<file path="config.mk">
export PLATFORM = sky130hd
export DESIGN_NAME = nec_ir_frame_decoder
export DESIGN_NICKNAME = d
export VERILOG_FILES = /design/src/design/nif_pkg.sv /design/src/design/nec_ir_frame_decoder.sv /design/src/design/nif_cfg_regs.sv /design/src/design/nif_frame_core.sv
export SDC_FILE = /design/constraint.sdc
export NUM_CORES = 1
export LEC_CHECK = 0
export BUFFER_PORTS_ARGS = -buffer_cell sky130_fd_sc_hd__buf_2
export CELL_PAD_IN_SITES_DETAIL_PLACEMENT = 1
export CELL_PAD_IN_SITES_GLOBAL_PLACEMENT = 2
export CORE_MARGIN = 4
export CORE_UTILIZATION = 37
export CTS_CLUSTER_DIAMETER = 80
export DETAILED_ROUTE_END_ITERATION = 8
export PLACE_DENSITY = 0.86
export SYNTH_ARGS = -nofsm -noshare
export SYNTH_HDL_FRONTEND = slang
export SYNTH_SLANG_ARGS = --single-unit
</file>
<file path="constraint.sdc">
create_clock -name clk -period 4.1 [get_ports clk]
set_clock_uncertainty 0.1 [all_clocks]
set_input_delay 0.615 -clock clk [delete_from_list [all_inputs] [get_ports clk]]
set_output_delay 0.615 -clock clk [all_outputs]
set_load 0.01 [all_outputs]
</file>
<file path="src/design/nif_pkg.sv">
// ----------------------------------------------------------------------------
// nif_pkg: shared types and constants for the NEC IR frame decoder
// Item modes, window register map and reset values, config and result types.
// ----------------------------------------------------------------------------
package nif_pkg;

	localparam int unsigned TickW   = 16;
	localparam int unsigned BitPosW = 6;
	localparam int unsigned FrameBits = 32;
	localparam int unsigned AddrW   = 5;
	localparam int unsigned DataW   = 32;

	typedef enum logic [1:0] {
		MODE_DATA   = 2'd0,
		MODE_LEADER = 2'd1,
		MODE_END    = 2'd2
	} mode_t;

	// register indexes (byte address = 4 * index)
	typedef enum logic [2:0] {
		REG_LEADER_MIN = 3'd0,
		REG_LEADER_MAX = 3'd1,
		REG_SPACE_MIN  = 3'd2,
		REG_SPACE_MAX  = 3'd3,
		REG_ZERO_MIN   = 3'd4,
		REG_ZERO_MAX   = 3'd5,
		REG_ONE_MIN    = 3'd6,
		REG_ONE_MAX    = 3'd7
	} reg_idx_t;

	localparam logic [TickW-1:0] LEADER_MIN_RST = 16'd8950;
	localparam logic [TickW-1:0] LEADER_MAX_RST = 16'd9050;
	localparam logic [TickW-1:0] SPACE_MIN_RST  = 16'd4400;
	localparam logic [TickW-1:0] SPACE_MAX_RST  = 16'd4600;
	localparam logic [TickW-1:0] ZERO_MIN_RST   = 16'd1100;
	localparam logic [TickW-1:0] ZERO_MAX_RST   = 16'd1400;
	localparam logic [TickW-1:0] ONE_MIN_RST    = 16'd2200;
	localparam logic [TickW-1:0] ONE_MAX_RST    = 16'd2300;

	typedef struct packed {
		logic [TickW-1:0] leader_min;
		logic [TickW-1:0] leader_max;
		logic [TickW-1:0] space_min;
		logic [TickW-1:0] space_max;
		logic [TickW-1:0] zero_min;
		logic [TickW-1:0] zero_max;
		logic [TickW-1:0] one_min;
		logic [TickW-1:0] one_max;
	} cfg_t;

	typedef struct packed {
		logic               frame_ok;
		logic [7:0]         address;
		logic [7:0]         address_cpl;
		logic [7:0]         command;
		logic [7:0]         command_cpl;
		logic [BitPosW-1:0] bits_taken;
	} result_t;

endpackage

</file>
<file path="src/design/nec_ir_frame_decoder.sv">
// ----------------------------------------------------------------------------
// nec_ir_frame_decoder: NEC infrared frame decoder on edge intervals
// Input item: mode (data edge, leader edge, frame end) and interval in ticks.
// Output item: frame_ok flag, four bit-reversed bytes and bits_taken.
//
// Usage:
//  - Items enter on item_valid/item_ready into an input register; each one is
//    applied to the frame state from there. One item per cycle is sustained
//    while no frame-end item waits in the input register.
//  - Only a frame-end item produces a result; when it leaves the input register,
//    the result register and frame_valid load together.
//  - When frame_ready is held low with a result pending, a later frame-end
//    item waits in the input register and item_ready drops; edge items ahead
//    of it are still applied.
//  - The user must write window bounds over the APB port with no items in
//    flight (not enforced here); reset loads the default NEC timing windows.
//  - arst_n clears the frame state and both valid flags.
// ----------------------------------------------------------------------------
module nec_ir_frame_decoder (
	input  logic                        clk,
	input  logic                        arst_n,
	input  logic                        psel,
	input  logic                        penable,
	input  logic                        pwrite,
	input  logic [nif_pkg::AddrW-1:0]   paddr,
	input  logic [nif_pkg::DataW-1:0]   pwdata,
	output logic [nif_pkg::DataW-1:0]   prdata,
	output logic                        pready,
	input  logic                        item_valid,
	output logic                        item_ready,
	input  logic [1:0]                  mode,
	input  logic [nif_pkg::TickW-1:0]   interval,
	output logic                        frame_valid,
	input  logic                        frame_ready,
	output logic                        frame_ok,
	output logic [7:0]                  address,
	output logic [7:0]                  address_cpl,
	output logic [7:0]                  command,
	output logic [7:0]                  command_cpl,
	output logic [nif_pkg::BitPosW-1:0] bits_taken
);

	nif_pkg::cfg_t    cfg;
	nif_pkg::result_t result;
	nif_pkg::result_t result_q;

	logic                      valid_s1;
	logic [1:0]                mode_s1;
	logic [nif_pkg::TickW-1:0] interval_s1;
	logic                      is_end_s1;
	logic                      go_s1;
	logic                      frame_valid_q;
	logic                      load_res;

	assign pready = 1'b1;

	nif_cfg_regs u_cfg (
		.clk     (clk),
		.arst_n  (arst_n),
		.psel    (psel),
		.penable (penable),
		.pwrite  (pwrite),
		.paddr   (paddr),
		.pwdata  (pwdata),
		.prdata  (prdata),
		.cfg     (cfg)
	);

	// a frame-end item may only leave stage 1 when the result slot is free
	assign is_end_s1  = (mode_s1 == nif_pkg::MODE_END);
	assign go_s1      = valid_s1 & (~is_end_s1 | ~frame_valid_q | frame_ready);
	assign load_res   = go_s1 & is_end_s1;
	assign item_ready = ~valid_s1 | go_s1;

	always_ff @(posedge clk or negedge arst_n) begin
		if (!arst_n) begin
			valid_s1 <= 1'b0;
		end else if (item_ready) begin
			valid_s1 <= item_valid;
		end
	end

	always_ff @(posedge clk) begin
		if (item_ready && item_valid) begin
			mode_s1     <= mode;
			interval_s1 <= interval;
		end
	end

	nif_frame_core u_core (
		.clk      (clk),
		.arst_n   (arst_n),
		.step     (go_s1),
		.mode     (mode_s1),
		.interval (interval_s1),
		.cfg      (cfg),
		.result   (result)
	);

	always_ff @(posedge clk or negedge arst_n) begin
		if (!arst_n) begin
			frame_valid_q <= 1'b0;
		end else if (load_res) begin
			frame_valid_q <= 1'b1;
		end else if (frame_ready) begin
			frame_valid_q <= 1'b0;
		end
	end

	always_ff @(posedge clk) begin
		if (load_res) begin
			result_q <= result;
		end
	end

	assign frame_valid = frame_valid_q;
	assign frame_ok    = result_q.frame_ok;
	assign address     = result_q.address;
	assign address_cpl = result_q.address_cpl;
	assign command     = result_q.command;
	assign command_cpl = result_q.command_cpl;
	assign bits_taken  = result_q.bits_taken;

endmodule

</file>
<file path="src/design/nif_cfg_regs.sv">
// ----------------------------------------------------------------------------
// nif_cfg_regs: window configuration registers
// APB-style register file holding the eight 16-bit interval window bounds.
// ----------------------------------------------------------------------------
module nif_cfg_regs (
	input  logic                        clk,
	input  logic                        arst_n,
	input  logic                        psel,
	input  logic                        penable,
	input  logic                        pwrite,
	input  logic [nif_pkg::AddrW-1:0]   paddr,
	input  logic [nif_pkg::DataW-1:0]   pwdata,
	output logic [nif_pkg::DataW-1:0]   prdata,
	output nif_pkg::cfg_t               cfg
);

	nif_pkg::cfg_t    cfg_q;
	nif_pkg::reg_idx_t idx;
	logic [nif_pkg::TickW-1:0] wval;
	logic [nif_pkg::TickW-1:0] rval;
	logic wr_en;

	assign idx   = nif_pkg::reg_idx_t'(paddr[4:2]);
	assign wval  = pwdata[nif_pkg::TickW-1:0];
	assign wr_en = psel & penable & pwrite;

	always_ff @(posedge clk or negedge arst_n) begin
		if (!arst_n) begin
			cfg_q.leader_min <= nif_pkg::LEADER_MIN_RST;
			cfg_q.leader_max <= nif_pkg::LEADER_MAX_RST;
			cfg_q.space_min  <= nif_pkg::SPACE_MIN_RST;
			cfg_q.space_max  <= nif_pkg::SPACE_MAX_RST;
			cfg_q.zero_min   <= nif_pkg::ZERO_MIN_RST;
			cfg_q.zero_max   <= nif_pkg::ZERO_MAX_RST;
			cfg_q.one_min    <= nif_pkg::ONE_MIN_RST;
			cfg_q.one_max    <= nif_pkg::ONE_MAX_RST;
		end else if (wr_en) begin
			unique case (idx)
				nif_pkg::REG_LEADER_MIN: cfg_q.leader_min <= wval;
				nif_pkg::REG_LEADER_MAX: cfg_q.leader_max <= wval;
				nif_pkg::REG_SPACE_MIN:  cfg_q.space_min  <= wval;
				nif_pkg::REG_SPACE_MAX:  cfg_q.space_max  <= wval;
				nif_pkg::REG_ZERO_MIN:   cfg_q.zero_min   <= wval;
				nif_pkg::REG_ZERO_MAX:   cfg_q.zero_max   <= wval;
				nif_pkg::REG_ONE_MIN:    cfg_q.one_min    <= wval;
				nif_pkg::REG_ONE_MAX:    cfg_q.one_max    <= wval;
				default: ;
			endcase
		end
	end

	always_comb begin
		unique case (idx)
			nif_pkg::REG_LEADER_MIN: rval = cfg_q.leader_min;
			nif_pkg::REG_LEADER_MAX: rval = cfg_q.leader_max;
			nif_pkg::REG_SPACE_MIN:  rval = cfg_q.space_min;
			nif_pkg::REG_SPACE_MAX:  rval = cfg_q.space_max;
			nif_pkg::REG_ZERO_MIN:   rval = cfg_q.zero_min;
			nif_pkg::REG_ZERO_MAX:   rval = cfg_q.zero_max;
			nif_pkg::REG_ONE_MIN:    rval = cfg_q.one_min;
			nif_pkg::REG_ONE_MAX:    rval = cfg_q.one_max;
			default:                 rval = '0;
		endcase
	end

	assign prdata = {{(nif_pkg::DataW - nif_pkg::TickW){1'b0}}, rval};
	assign cfg    = cfg_q;

endmodule

</file>
<file path="src/design/nif_frame_core.sv">
// ----------------------------------------------------------------------------
// nif_frame_core: frame state and window classification
// Holds the per-frame state, updates it for one item per cycle when step is
// high and forms the frame result from the current state.
// ----------------------------------------------------------------------------
module nif_frame_core (
	input  logic                        clk,
	input  logic                        arst_n,
	input  logic                        step,
	input  logic [1:0]                  mode,
	input  logic [nif_pkg::TickW-1:0]   interval,
	input  nif_pkg::cfg_t               cfg,
	output nif_pkg::result_t            result
);

	logic [1:0]                  edge_count_q, edge_count_d, edge_inc;
	logic [nif_pkg::BitPosW-1:0] bit_pos_q, bit_pos_d;
	logic                        leader_seen_q, leader_seen_d;
	logic                        space_seen_q, space_seen_d;
	logic                        leader_taken_q, leader_taken_d;
	logic [7:0]                  shift_q [4];
	logic [7:0]                  shift_d [4];
	logic [1:0]                  sel;
	logic win_leader, win_space, win_zero, win_one;

	function automatic logic in_win(input logic [nif_pkg::TickW-1:0] v,
		input logic [nif_pkg::TickW-1:0] lo, input logic [nif_pkg::TickW-1:0] hi);
		return (v > lo) && (v < hi);
	endfunction

	function automatic logic [7:0] flip8(input logic [7:0] v);
		logic [7:0] r;
		for (int i = 0; i < 8; i++) begin
			r[i] = v[7-i];
		end
		return r;
	endfunction

	assign win_leader = in_win(interval, cfg.leader_min, cfg.leader_max);
	assign win_space  = in_win(interval, cfg.space_min, cfg.space_max);
	assign win_zero   = in_win(interval, cfg.zero_min, cfg.zero_max);
	assign win_one    = in_win(interval, cfg.one_min, cfg.one_max);
	assign edge_inc   = (edge_count_q == 2'd3) ? edge_count_q : edge_count_q + 2'd1;
	assign sel        = bit_pos_q[4:3];

	always_comb begin
		edge_count_d   = edge_count_q;
		bit_pos_d      = bit_pos_q;
		leader_seen_d  = leader_seen_q;
		space_seen_d   = space_seen_q;
		leader_taken_d = leader_taken_q;
		for (int i = 0; i < 4; i++) begin
			shift_d[i] = shift_q[i];
		end
		case (mode)
			nif_pkg::MODE_DATA: begin
				// a data edge with no counted edge leaves the frame state unchanged
				if (edge_count_q != 2'd0) begin
					edge_count_d = edge_inc;
					if (edge_inc == 2'd2 && win_space)
						space_seen_d = 1'b1;
					if (leader_seen_q && space_seen_q && edge_inc == 2'd3 &&
						bit_pos_q < nif_pkg::BitPosW'(nif_pkg::FrameBits)) begin
						// zero window wins over one; no match leaves the byte alone
						if (win_zero)
							shift_d[sel] = {shift_q[sel][6:0], 1'b0};
						else if (win_one)
							shift_d[sel] = {shift_q[sel][6:0], 1'b1};
						bit_pos_d = bit_pos_q + 1'b1;
					end
				end
			end
			nif_pkg::MODE_LEADER: begin
				if (!leader_taken_q) begin
					edge_count_d   = edge_inc;
					leader_taken_d = 1'b1;
					if (win_leader)
						leader_seen_d = 1'b1;
				end
			end
			nif_pkg::MODE_END: begin
				edge_count_d   = '0;
				bit_pos_d      = '0;
				leader_seen_d  = 1'b0;
				space_seen_d   = 1'b0;
				leader_taken_d = 1'b0;
				for (int i = 0; i < 4; i++) begin
					shift_d[i] = '0;
				end
			end
			default: ;
		endcase
	end

	always_ff @(posedge clk or negedge arst_n) begin
		if (!arst_n) begin
			edge_count_q   <= '0;
			bit_pos_q      <= '0;
			leader_seen_q  <= 1'b0;
			space_seen_q   <= 1'b0;
			leader_taken_q <= 1'b0;
			for (int i = 0; i < 4; i++) begin
				shift_q[i] <= '0;
			end
		end else if (step) begin
			edge_count_q   <= edge_count_d;
			bit_pos_q      <= bit_pos_d;
			leader_seen_q  <= leader_seen_d;
			space_seen_q   <= space_seen_d;
			leader_taken_q <= leader_taken_d;
			for (int i = 0; i < 4; i++) begin
				shift_q[i] <= shift_d[i];
			end
		end
	end

	assign result.frame_ok    = leader_seen_q & space_seen_q;
	assign result.address     = flip8(shift_q[0]);
	assign result.address_cpl = flip8(shift_q[1]);
	assign result.command     = flip8(shift_q[2]);
	assign result.command_cpl = flip8(shift_q[3]);
	assign result.bits_taken  = bit_pos_q;

endmodule

</file>
==> flow_summary.json <==
{
  "postSynthCellCount": 1242,
  "final_layout_size_suffix_gt1_share_pct": 18.8,
  "layout.nets": 1527,
  "viasPerCell": 5.44,
  "max_slew_margin_pct": 29.0,
  "numPlacedInstances": 1754,
  "power_density_nw_per_um2": 510,
  "fp.dieW_um": 192,
  "postSynthAreaPerCell_um2": 10.1,
  "post_cts.resized_instances": 0,
  "fmax_mhz": 288,
  "grt_first_pass_wirelength_mm": 61.9,
  "critical_path.reg2reg.endpoint": "u_core.result[36]$_DFFE_PN0P_",
  "cts.repair_timing.setup_buffer_count": 0,
  "die_area_um2": 37000,
  "fin_total_pwr_mw": 7.40,
  "peak_supply_drop_mv": 0.311,
  "timing.critical_path.fanout_max": 8,
  "result_of_the_run": "complete, no violations",
  "period_share_pct": 84.7,
  "cp-end-kind": "flop",
  "synth-seq-area-share_pct": 48.6,
  "crit_end": "u_core.result[36]$_DFFE_PN0P_",
  "worst_slew_pin_slew_ps": 1070,
  "ff2ff_path_depth": 9,
  "design.core.area_um2": 33500,
  "nFillCells": 3777,
  "area_growth_pct": 15.5,
  "p_leak_nw": 6.64,
  "root_buffer": "clkbuf_16",
  "setup_total_negative_slack_ps": 0,
  "initial_utilization_pct": 37.5,
  "placement.io_buffers": 100,
  "drt-wirelength-per-cell_um": 22.4,
  "place.gp.congestion": 0.861,
  "routed_via_count": 9821,
  "critPathKind": "flop to flop",
  "layout.cell_area.non_filler_um2": 14500,
  "clkLatencyLatePin_ps": 550,
  "ys_warn_count": 0,
  "clock_path_buffers": 3,
  "placement.cell_area_um2": 13500,
  "hold_violations": 0,
  "floorplan.die.height_um": 192,
  "worst_ep_arrival_time_ps": 3800,
  "crit-reg2reg-launch": "interval_s1[5]$_DFFE_PP_",
  "grt_remaining_overflow": 0,
  "hold_path.class": "input port to asynchronous set/reset pin",
  "detailedRoute.firstIterationViolations": 596,
  "grt_antenna_before_repair": 4,
  "min_period_ps": 3470,
  "rsz0062_at_grt": "no",
  "place_hpwl_mm": 29.5,
  "synth_enable_flop_cells": 57,
  "finalSetupViolCount": 0,
  "synth_top_flop_cell": "dfrtp_1",
  "antenna_cells_inserted": 0,
  "cap_violations": 0,
  "slew_violations": 0,
  "worst_ep_required_time_ps": 4420,
  "htreeDepth": 1,
  "hold_fix_buffers_at_cts": 0,
  "worstSetupStartpointType": "flop",
  "grt_pass1_vias": 10185,
  "clock_sinks": 230,
  "num_io_pins": 136,
  "ant_nets": 0,
  "final_common_cell": "nand2_1",
  "mappedNetlistArea_um2": 12600,
  "post_layout_nonfiller_instances": 1806,
  "rows": 67,
  "drt_pass1_iterations": 5,
  "final_cell_mix": "nand2_1 (159), o21ai_0 (153), inv_1 (131), ha_1 (129), dfrtp_1 (126)",
  "ys_async_sr_fraction_pct": 75.2,
  "finalWirelength_mm": 40.4,
  "tritoncts_clock_tree": "built",
  "tritoncts.num_buffers": 28,
  "synth_seq_cells": 230,
  "track_usage_pct": 21.9,
  "critPathLaunch": "interval_s1[5]$_DFFE_PP_",
  "grt_max_degree": 104,
  "clk_pin_slew_worst_paths_ps": 60,
  "setup.reg_to_reg.worst_slack_ps": 630,
  "drc_errors": 0,
  "yosysUniqueCellTypes": 58
}
sequential cells by signal, indices dropped and copies added (netlist names):
signal	flops
command_cpl	8
address	8
u_core.edge_count_q	2
u_core.bit_pos_q	6
bits_taken	6
command	8
interval_s1	16
mode_s1	2
u_core.leader_seen_q	1
u_cfg.cfg	128
address_cpl	8
frame_ok	1
frame_valid	1
u_core.leader_taken_q	1
u_core.space_seen_q	1
valid_s1	1
u_core.result	32
layer usage:
layer / vias up / GRT usage, % / wire, um
met1: 4960 / 31.8 / 19100
met4: 2 / 5.07 / 990
met5: - / 0 / 13
met2: 245 / 34.7 / 18400
li1: 4552 / - / -
met3: 62 / 3.11 / 2000
worst min-delay path by stage:
stage                                  startpoint                   endpoint  cells past startpoint
floorplan                                  arst_n    frame_valid$_DFFE_PN0P_                      0
global placement    u_core.result[14]$_DFFE_PN0P_       command[0]$_DFFE_PP_                      0
detailed placement  u_core.result[14]$_DFFE_PN0P_       command[0]$_DFFE_PP_                      0
CTS                                  interval[10]  interval_s1[10]$_DFFE_PP_                      1
global route                         interval[11]  interval_s1[11]$_DFFE_PP_                      1
finish                                     arst_n  u_cfg.cfg[66]$_DFFE_PN0P_                      1
worst max-delay path, cell delays in order, from the launching register on:
cell and delay, ps:
edfxtp_1 580, ha_1 380, a21oi_1 300, o21ai_0 130
a21oi_1 200, o21ai_0 250, a21boi_1 390, a221o_1 320
o211ai_1 340, a22o_1 360
cell type report:
cell class | count | area, um^2 | area share (%)
flip-flops and latches | 230 | 6100 | 42.0
well taps | 448 | 561 | 3.86
clock inverters | 13 | 130 | 0.897
clock buffers | 39 | 836 | 5.76
repair buffers | 126 | 727 | 5.01
multi-input cells | 818 | 5670 | 39.0
inverters | 132 | 495 | 3.41
cell usage after synthesis (10+ instances only):
cell type | number | share of area (%)
clkbuf_2 | 10 | 0.40
dfstp_2 | 47 | 9.8
mux2_2 | 10 | 0.90
nor2b_1 | 19 | 0.95
buf_4 | 22 | 1.3
a22o_1 | 36 | 2.5
ha_1 | 129 | 13
nand4_1 | 22 | 1.1
mux2i_1 | 11 | 0.88
nor2_1 | 37 | 1.1
a21oi_1 | 70 | 2.8
dfrtp_1 | 126 | 25
edfxtp_1 | 57 | 14
a21o_1 | 23 | 1.4
inv_1 | 131 | 3.9
clkbuf_1 | 44 | 1.3
a31oi_1 | 11 | 0.55
nand2_1 | 159 | 4.8
nor3_1 | 12 | 0.48
o21ai_0 | 153 | 6.1
metrics by stage:
stage / hold WS (ps) / util [%] / worst slack [ps]
2_1_floorplan: 219 / - / 1220
3_3_place_gp: 339 / 40.4 / 676
3_5_place_dp: 343 / 40.4 / 630
4_1_cts: 118 / 43.3 / 592
5_1_grt: 120 / 43.3 / 394
6_report: 121 / 43.3 / 629
cells by family after synthesis:
| logic type | count (synthesis) | share of synthesized area, % |
|---|---|---|
| AOI/OAI and AO/OA | 348 | 17.1 |
| and+or+nand+nor | 293 | 11.2 |
| DFF | 230 | 48.6 |
| buffers and inverters | 209 | 7.00 |
| adders and majority gates | 129 | 12.8 |
| muxes | 28 | 3.03 |
| xor gates and xnor gates | 3 | 0.209 |
| other | 2 | 0.0598 |
report_power, final:
group / total [mW] / internal, mW / switching [mW]
Sequential: 3.03 / 2.80 / 0.228
Combinational: 1.80 / 0.672 / 1.13
Clock: 2.57 / 1.55 / 1.02
No activity file was read; power rests on OpenSTA's default activity.
